$ cat config.mk
export PLATFORM = sky130hd
export DESIGN_NAME = rtc_bcd_time_check_decode
export DESIGN_NICKNAME = d
export VERILOG_FILES = /design/src/rtl/rbtd_pkg.sv /design/src/rtl/rtc_bcd_time_check_decode.sv /design/src/rtl/rbtd_decode.sv
export SDC_FILE = /design/constraint.sdc
export NUM_CORES = 1
export LEC_CHECK = 0
export BUFFER_PORTS_ARGS = -buffer_cell sky130_fd_sc_hd__clkbuf_2
export CORE_MARGIN = 1
export CORE_UTILIZATION = 30
export CTS_CLUSTER_DIAMETER = 150
export DETAILED_ROUTE_END_ITERATION = 7
export HOLD_SLACK_MARGIN = 0.02
export REMOVE_ABC_BUFFERS = 1
export SYNTH_ARGS = -nofsm -noshare
export SYNTH_HDL_FRONTEND = slang
export SYNTH_SLANG_ARGS = --single-unit
$ cat constraint.sdc
create_clock -name clk -period 4.2 [get_ports clk]
set_input_delay 0.84 -clock clk [delete_from_list [all_inputs] [get_ports clk]]
set_output_delay 0.84 -clock clk [all_outputs]
set_load 0.01 [all_outputs]
$ cat src/rtl/rbtd_pkg.sv
// ----------------------------------------------------------------------------
// rbtd_pkg
// Types, status codes and BCD helpers for the RTC BCD time check and decode.
// ----------------------------------------------------------------------------
package rbtd_pkg;

	// Summary code, lowest value has the highest priority
	typedef enum logic [2:0] {
		ST_ABSENT   = 3'd0,
		ST_READ_ERR = 3'd1,
		ST_OSC_STOP = 3'd2,
		ST_12H_MODE = 3'd3,
		ST_DEC_ERR  = 3'd4,
		ST_OK       = 3'd5
	} rbtd_status_t;

	localparam logic [11:0] YEAR_BASE = 12'd2000;

	// One clock snapshot, fields in transaction order
	typedef struct packed {
		logic       device_present;
		logic       status_read_ok;
		logic       time_read_ok;
		logic [7:0] status_byte;
		logic [7:0] seconds_raw;
		logic [7:0] minutes_raw;
		logic [7:0] hours_raw;
		logic [7:0] weekday_raw;
		logic [7:0] date_raw;
		logic [7:0] month_raw;
		logic [7:0] year_raw;
	} rbtd_in_t;

	typedef struct packed {
		rbtd_status_t status_code;
		logic         time_valid;
		logic [11:0]  year_out;
		logic [3:0]   month_out;
		logic [4:0]   date_out;
		logic [4:0]   hour_out;
		logic [5:0]   minute_out;
		logic [5:0]   second_out;
	} rbtd_out_t;

	// Two BCD digits to binary; tens*10 as (x<<3)+(x<<1). Max 15*10+15 = 165.
	function automatic logic [7:0] bcd_value(input logic [7:0] v);
		logic [7:0] hi;
		logic [7:0] lo;
		hi = {4'b0000, v[7:4]};
		lo = {4'b0000, v[3:0]};
		return (hi << 3) + (hi << 1) + lo;
	endfunction

	// Units digit a decimal digit, tens within limit, value within limit
	function automatic logic bcd_ok(input logic [7:0] v, input logic [3:0] max_tens,
			input logic [7:0] max_val);
		return (v[3:0] <= 4'd9) && (v[7:4] <= max_tens) && (bcd_value(v) <= max_val);
	endfunction

endpackage

$ cat src/rtl/rtc_bcd_time_check_decode.sv
// ----------------------------------------------------------------------------
// rtc_bcd_time_check_decode
// Checks one RTC register snapshot and decodes it to binary date and time.
// ----------------------------------------------------------------------------
// Each snap transaction carries the bus flags, the status byte and the seven
// raw BCD time registers of a real-time clock. The block masks the control
// bits, checks every digit against the range of its field (date and month
// must be non-zero, 12-hour mode is refused), and returns one result
// transaction holding a priority status code, a valid flag and the binary
// year, month, date, hour, minute and second (all zero when not valid).
// The snapshot is captured in an input register, and the decoded result is
// held in an output register until taken. Both stages advance
// independently, so one transaction is accepted every cycle while the
// result side keeps up; snap_ready drops only when both registers are
// full and result_ready is low.
// ----------------------------------------------------------------------------
module rtc_bcd_time_check_decode (
	input  logic                clk,
	input  logic                arst_n,
	input  logic                snap_valid,
	output logic                snap_ready,
	input  rbtd_pkg::rbtd_in_t  snap,
	output logic                result_valid,
	input  logic                result_ready,
	output rbtd_pkg::rbtd_out_t result
);
	import rbtd_pkg::*;

	logic      valid_s1;
	rbtd_in_t  snap_s1;
	logic      valid_s2;
	rbtd_out_t result_s2;
	rbtd_out_t dec;
	logic      s2_ready;
	logic      s1_ready;

	// output stage frees up when empty or when its transaction is taken
	assign s2_ready   = !valid_s2 || result_ready;
	// input stage frees up when empty or when it moves into the output stage
	assign s1_ready   = !valid_s1 || s2_ready;
	assign snap_ready = s1_ready;

	always_ff @(posedge clk or negedge arst_n) begin
		if (!arst_n) begin
			valid_s1 <= 1'b0;
			valid_s2 <= 1'b0;
		end else begin
			if (s1_ready) begin
				valid_s1 <= snap_valid;
			end
			if (s2_ready) begin
				valid_s2 <= valid_s1;
			end
		end
	end

	// payload registers, no reset needed
	always_ff @(posedge clk) begin
		if (snap_valid && s1_ready) begin
			snap_s1 <= snap;
		end
		if (valid_s1 && s2_ready) begin
			result_s2 <= dec;
		end
	end

	// all checking and conversion sits between the two registers
	rbtd_decode u_decode (
		.snap   (snap_s1),
		.result (dec)
	);

	assign result_valid = valid_s2;
	assign result       = result_s2;

endmodule

$ cat src/rtl/rbtd_decode.sv
// ----------------------------------------------------------------------------
// rbtd_decode
// Field masking, BCD range checks, binary conversion and status priority.
// ----------------------------------------------------------------------------
module rbtd_decode (
	input  rbtd_pkg::rbtd_in_t  snap,
	output rbtd_pkg::rbtd_out_t result
);
	import rbtd_pkg::*;

	logic [7:0] sec;
	logic [7:0] min;
	logic [7:0] hrs;
	logic [7:0] wday;
	logic [7:0] date;
	logic [7:0] mon;
	logic [7:0] year;
	logic       twelve;
	logic       dec_ok;
	logic       valid;
	logic [7:0] year_bin;
	logic [7:0] mon_bin;
	logic [7:0] date_bin;
	logic [7:0] hrs_bin;
	logic [7:0] min_bin;
	logic [7:0] sec_bin;

	// masks drop the control bits each register carries
	assign sec    = {1'b0, snap.seconds_raw[6:0]};
	assign min    = {1'b0, snap.minutes_raw[6:0]};
	assign hrs    = {2'b00, snap.hours_raw[5:0]};
	assign wday   = {5'b00000, snap.weekday_raw[2:0]};
	assign date   = {2'b00, snap.date_raw[5:0]};
	assign mon    = {3'b000, snap.month_raw[4:0]};
	assign year   = snap.year_raw;
	assign twelve = snap.hours_raw[6];

	assign year_bin = bcd_value(year);
	assign mon_bin  = bcd_value(mon);
	assign date_bin = bcd_value(date);
	assign hrs_bin  = bcd_value(hrs);
	assign min_bin  = bcd_value(min);
	assign sec_bin  = bcd_value(sec);

	assign dec_ok = bcd_ok(sec, 4'd5, 8'd59) && bcd_ok(min, 4'd5, 8'd59) && !twelve &&
		bcd_ok(hrs, 4'd2, 8'd23) && bcd_ok(wday, 4'd0, 8'd7) &&
		bcd_ok(date, 4'd3, 8'd31) && (date_bin != 8'd0) &&
		bcd_ok(mon, 4'd1, 8'd12) && (mon_bin != 8'd0) &&
		bcd_ok(year, 4'd9, 8'd99);

	assign valid = snap.device_present && snap.time_read_ok && dec_ok;

	always_comb begin
		result = '0;
		if (!snap.device_present) begin
			result.status_code = ST_ABSENT;
		end else if (!(snap.status_read_ok && snap.time_read_ok)) begin
			result.status_code = ST_READ_ERR;
		end else if (snap.status_byte[7]) begin
			result.status_code = ST_OSC_STOP;
		end else if (twelve) begin
			result.status_code = ST_12H_MODE;
		end else if (!dec_ok) begin
			result.status_code = ST_DEC_ERR;
		end else begin
			result.status_code = ST_OK;
		end
		result.time_valid = valid;
		if (valid) begin
			result.year_out   = YEAR_BASE + {4'b0000, year_bin};
			result.month_out  = mon_bin[3:0];
			result.date_out   = date_bin[4:0];
			result.hour_out   = hrs_bin[4:0];
			result.minute_out = min_bin[5:0];
			result.second_out = sec_bin[5:0];
		end
	end

endmodule

# --- After elaboration in Yosys (flattened, before gate mapping) ---
# Cells that the tools add are included.
totals:
  regBits: 98
  latch_bits: 0
  ram_bits: 0
  mem_bits_ro: 0
  output_inout_bits: 44
  wordCells: 98
  mem_count: 0
classes:
  n_addsub: 13
  mul: 0
  div_mod_pow: 0
  magnitude_cmp: 20
  eq_ne: 0
  shifts: 0
  mux: 4
  bitwise: 2
  reduce_logical: 36
ops:
  columns: ["cell", "count"]
  rows:
  - ["6-bit by 4-bit adder with 7-bit output", 4]
  - ["4-bit less-or-equal comparator, second input constant", 7]
  - ["1-bit logical AND", 27]
  - ["7-bit by 4-bit adder with 8-bit output", 2]
  - ["8-bit by 5-bit less-or-equal comparator with 1-bit output, second input constant", 2]
  - ["8-bit by 6-bit less-or-equal comparator with 1-bit output, second input constant", 2]
  - ["8-bit nonzero test", 2]
  - ["11-bit by 8-bit adder with 12-bit output, first input constant", 1]
  - ["5-bit by 3-bit adder with 6-bit output", 2]
  - ["3-bit less-or-equal comparator, second input constant", 3]
  - ["7-bit by 5-bit adder with 8-bit output", 1]
  - ["8-bit by 4-bit adder with 8-bit output", 1]
  - ["8-bit by 4-bit less-or-equal comparator with 1-bit output, second input constant", 1]
  - ["8-bit by 7-bit less-or-equal comparator with 1-bit output, second input constant", 1]
  - ["5-bit by 4-bit adder with 6-bit output", 1]
  - ["4-bit by 2-bit adder with 5-bit output", 1]
  - ["2-bit less-or-equal comparator, second input constant", 2]
  - ["3-bit by 4-bit less-or-equal comparator with 1-bit output, second input constant", 1]
  - ["2-bit 2-to-1 mux", 2]
  - ["4-bit OR reduction", 1]
  - ["1-bit logical NOT", 3]
  - ["1-bit logical OR", 2]
  - ["1-bit 2-to-1 mux", 2]
  - ["1-bit NOT", 2]
  - ["other kinds (2)", 2]

# --- Depth between registers and ports, before layout ---
depth:
  depth_word: 17
  ltp_mapped: 15
  depth_no_buf: 14

# --- Modules after synthesis ---
# A second synthesis with hierarchy kept.
hier_totals:
  hier_cells: 289
  hier_area_um2: 4753.3
modules_own_cells:
  columns: ["module", "n_inst", "cells_each", "area_per_inst_um2"]
  rows:
  - ["rtc_bcd_time_check_decode", 1, 117, 3377.0]
  - ["rbtd_decode", 1, 172, 1376.3]

# --- Least setup slack after synthesis ---
# OpenSTA, ideal clock, no wires.
synth_timing:
  kind: "register to register"
  from: "reg snap_s1[3] (netlist bit)"
  to: "reg result_s2, in the netlist result[5], data pin"
  setup_time_ps: 132
  t_arrival_ps: 2848
  required_ps: 4068
  path_slack_ps: 1220
  stages_incl_launch_ff: 14
  period_less_slack_ps: 2980
  cell_sequence: "edfxtp_1 fa_1 fa_1 xor2_1 inv_1 ha_1 o21a_1 a21oi_1 inv_1 a2bb2oi_1 nand4_2 inv_2 buf_2 and2_1"
synth_between:
  elab_chain_len: 5
  elab_cells_between_ends: 7
synth_lines:
  columns: ["item", "line", "text"]
  rows:
  - ["start, declared", "rtc_bcd_time_check_decode.sv:30", "rbtd_in_t snap_s1;"]
  - ["start signal, assigned", "rtc_bcd_time_check_decode.sv:60", "snap_s1 <= snap;"]
  - ["8-bit by 4-bit adder with 8-bit output or 4-bit less-or-equal comparator (tied branches)", "rbtd_pkg.sv:51, rbtd_pkg.sv:57", null]
  - ["8-bit by 7-bit less-or-equal comparator with 1-bit output or 1-bit logical AND (tied branches)", "rbtd_pkg.sv:57", "return (v[3:0] <= 4'd9) && (v[7:4] <= max_tens) && (bcd_value(v) <= max_val);"]
  - ["1-bit logical AND *", "rbtd_pkg.sv:57", null]
  - ["1-bit logical AND *", "rbtd_decode.sv:48", "bcd_ok(mon, 4'd1, 8'd12) && (mon_bin != 8'd0) &&"]
  - ["1-bit logical AND *", "rbtd_decode.sv:51", "assign valid = snap.device_present && snap.time_read_ok && dec_ok;"]
  - ["end signal, assigned", "rtc_bcd_time_check_decode.sv:63", "result_s2 <= dec;"]
  - ["end, declared", "rtc_bcd_time_check_decode.sv:32", "rbtd_out_t result_s2;"]
# Every way passes the cells marked *; elsewhere a longest branch is shown, timed or not.
# A chain may end at the register's enable or synchronous reset.

# --- Final worst setup path ---
layout_timing:
  from: "reg snap_s1[3] (netlist bit)"
  to: "reg result_s2, in the netlist result[13], data pin"
# Same word-level chain as after synthesis.

==> run metrics <==
status=finished clean; number of buffers created by CTS=9; clk buf depth=2; Critical Path AT=3650 ps; via count=2406; commonest non-fill, non-tap cell in the layout=clkbuf_2; maximum vdd drop=149.6 uV; Synth async-reset ratio=0.02299; crit start category=flip-flop; largest family of logic cells by synthesized area=adder cells; Post-CTS Setup Bufs=0; Sw Pwr=546.1 uW; Area growth syn-to-layout=23.94%; WL per Instance=14.23 um; Reg power frac=0.485; core box area=0.01319 mm^2; vias in the first global route=2574; Die X-Extent=118.0 um; top_reg_cell synth=edfxtp_1; top cell type's share of synthesized area=0.6326; post-route ant nets=0; Reg area=0.002603 mm^2; drt via density=4.367; GP Congestion=0.7661; initial antenna violation count=0; # hold bufs at CTS=0; port bufs=91; mux cell area share after synthesis=0.002481; Net Sw Frac=0.2536; Adder-Cell Fraction of Synth Area=0.1358; H-tree levels=3; Fin. Hold Viols=0; clock root buffer=clkbuf_16; Clock Sinks=87; nets=480; CP max FO=24; Crit path required time=4400 ps; post-synthesis sequential area ratio=0.6450; Clock Skew=8.127 ps; DP Wirelength=5.927 mm; Synth Area in Simple Gates=0.1184; synth warn=0; combinational power share=0.136; endpoints failing setup=0; total grt overflow=0; Core Rows=42; Initial Util=0.3059; PD cells=430.7 mW/mm^2; filler cell count=1264; clock network fraction of design power=0.378; combined area of the multi-input logic cells=0.001384 mm^2; area of the mapped netlist=0.004035 mm^2; post-layout min period=3447 ps; commonest non-fill, non-tap cells in the layout=clkbuf_2 (91), edfxtp_1 (85), ha_1 (31); DRT Wirelength=7.843 mm; Area contributors post-synth=edfxtp_1 (63%), ha_1 (9.6%), and2_1 (4.0%); Antenna diodes=0; TritonCTS clock tree=yes; Syn Area/Cell=14.89 um^2; global-route wire length before repair=12.74 mm; Power Total=2.154 mW; CP Capture Type=flip-flop; Post-synth EDFFs=85; Post-route DRC=0; chip height=118.0 um; die area=0.01392 mm^2; DRT Pass-1 Iters=4; Ports=115; Reg clk slew, reported paths=70 ps; worst slew pin tran=1042 ps; Fmax=0.2901 GHz; #FFs+latches synth=87; Hold WC Path Type=in2async; CP Class=reg2reg; Max Slew Vio Count=0; DRT iter0 DRCs=95; cell internal pwr=1.608 mW; Leakage=2.056 nW; Tot GR Track Use=0.1217; post_cts resized=0; layout cells sized above 1=0.3093; area leader, netlist=edfxtp_1; XOR/XNOR share of the synthesized area=0.02605; Synth Area in Compound Gates=0.05953; Setup TNS=0 ps; Min Hold Slack=275.2 ps; Mapped Cells=271; period utilization=0.8208; post-synthesis cell type count=42; max-cap viol count=0; Slew HR=0.3056; unrepaired setup endpoints after global routing=no; pin count of the biggest net entering global routing=45; worst skew pair latency=340 ps
power by group through the flow:
stage / Sequential, mW / Clock, mW / Combinational (mW)
after floorplan: 1.07 / 0 / 0.183
after global placement: 1.06 / 0 / 0.291
after detailed placement: 1.07 / 0 / 0.299
after CTS: 1.05 / 0.836 / 0.301
after global routing: 1.05 / 0.876 / 0.335
final: 1.05 / 0.815 / 0.293
cell families (layout without fill, tap and decap cells):
| group | count (synthesis) | after routing |
|---|---|---|
| AOI/OAI and AO/OA | 34 | 34 |
| xor gates and xnor gates | 12 | 12 |
| adders and majority gates | 39 | 39 |
| buffers and inverters | 11 | 115 |
| DFF | 87 | 87 |
| muxes | 1 | 1 |
| and+or+nand+nor | 87 | 87 |
metrics by stage:
step / worst slack [ps] / std cells / util / instance area (um^2)
global placement: 751.8 / 535 / 0.3560 / 4696
detailed placement: 691.1 / 535 / 0.3560 / 4696
finish: 752.7 / 551 / 0.3792 / 5001
global route: 408.4 / 551 / 0.3792 / 5001
floorplan: 1084 / 267 / - / 4010
CTS: 672.7 / 551 / 0.3792 / 5001
layout make-up:
class | instances | area share
sequential | 87 | 0.5204
multi-input combinational | 173 | 0.2767
timing repair buffer | 92 | 0.09257
clock buffer | 9 | 0.04503
tap | 176 | 0.04403
clock inverter | 7 | 0.01601
inverter | 7 | 0.005254
sequential cells by signal, indices dropped and copies added, names as in the netlist:
name / cells
result: 41
result_valid: 1
snap_s1: 44
valid_s1: 1
critical path, cell delays in order (launching register included):
cell       delay (ps)
edfxtp_1          420
fa_1              540
ha_1              310
a21oi_1           150
nor2b_1            80
nor2_1            110
xnor2_1           180
ha_1              220
nand3_1            70
a21oi_1           250
inv_1             120
a2bb2oi_1         170
nand4_2           130
inv_2             340
and2_1            200
routing by layer:
metal | vias up | part of all wire | GRT usage
met2 | 64 | 0.49 | 0.2029
met3 | 11 | 0.041 | 0.02955
met4 | 0 | 0.022 | 0.05369
li1 | 1208 | - | -
met1 | 1123 | 0.45 | 0.1490
met5 | - | 0 | 0
Yosys cell counts, drive strengths merged (3+ instances only):
master  number
ha          31
xor2         5
buf          4
o21ai        8
and2        26
a21oi        9
xnor2        7
nor3         4
inv          7
nand2       13
fa           8
edfxtp      85
nor2        17
nand2b       4
nand3       10
a21o         4
nor4         3
worst paths after layout:
kind                                end       start  cells past startpoint  slack, ps
min reg2reg                result_valid    valid_s1                      1        490
min                            valid_s1      arst_n                      1        280
max in group asynchronous  result_valid      arst_n                      1       3830
min in group clk           result_valid    valid_s1                      1        490
max                          result[13]  snap_s1[3]                     14        750
max reg2reg                  result[13]  snap_s1[3]                     14        750
Note: power is estimated with default switching activity, not from simulation.
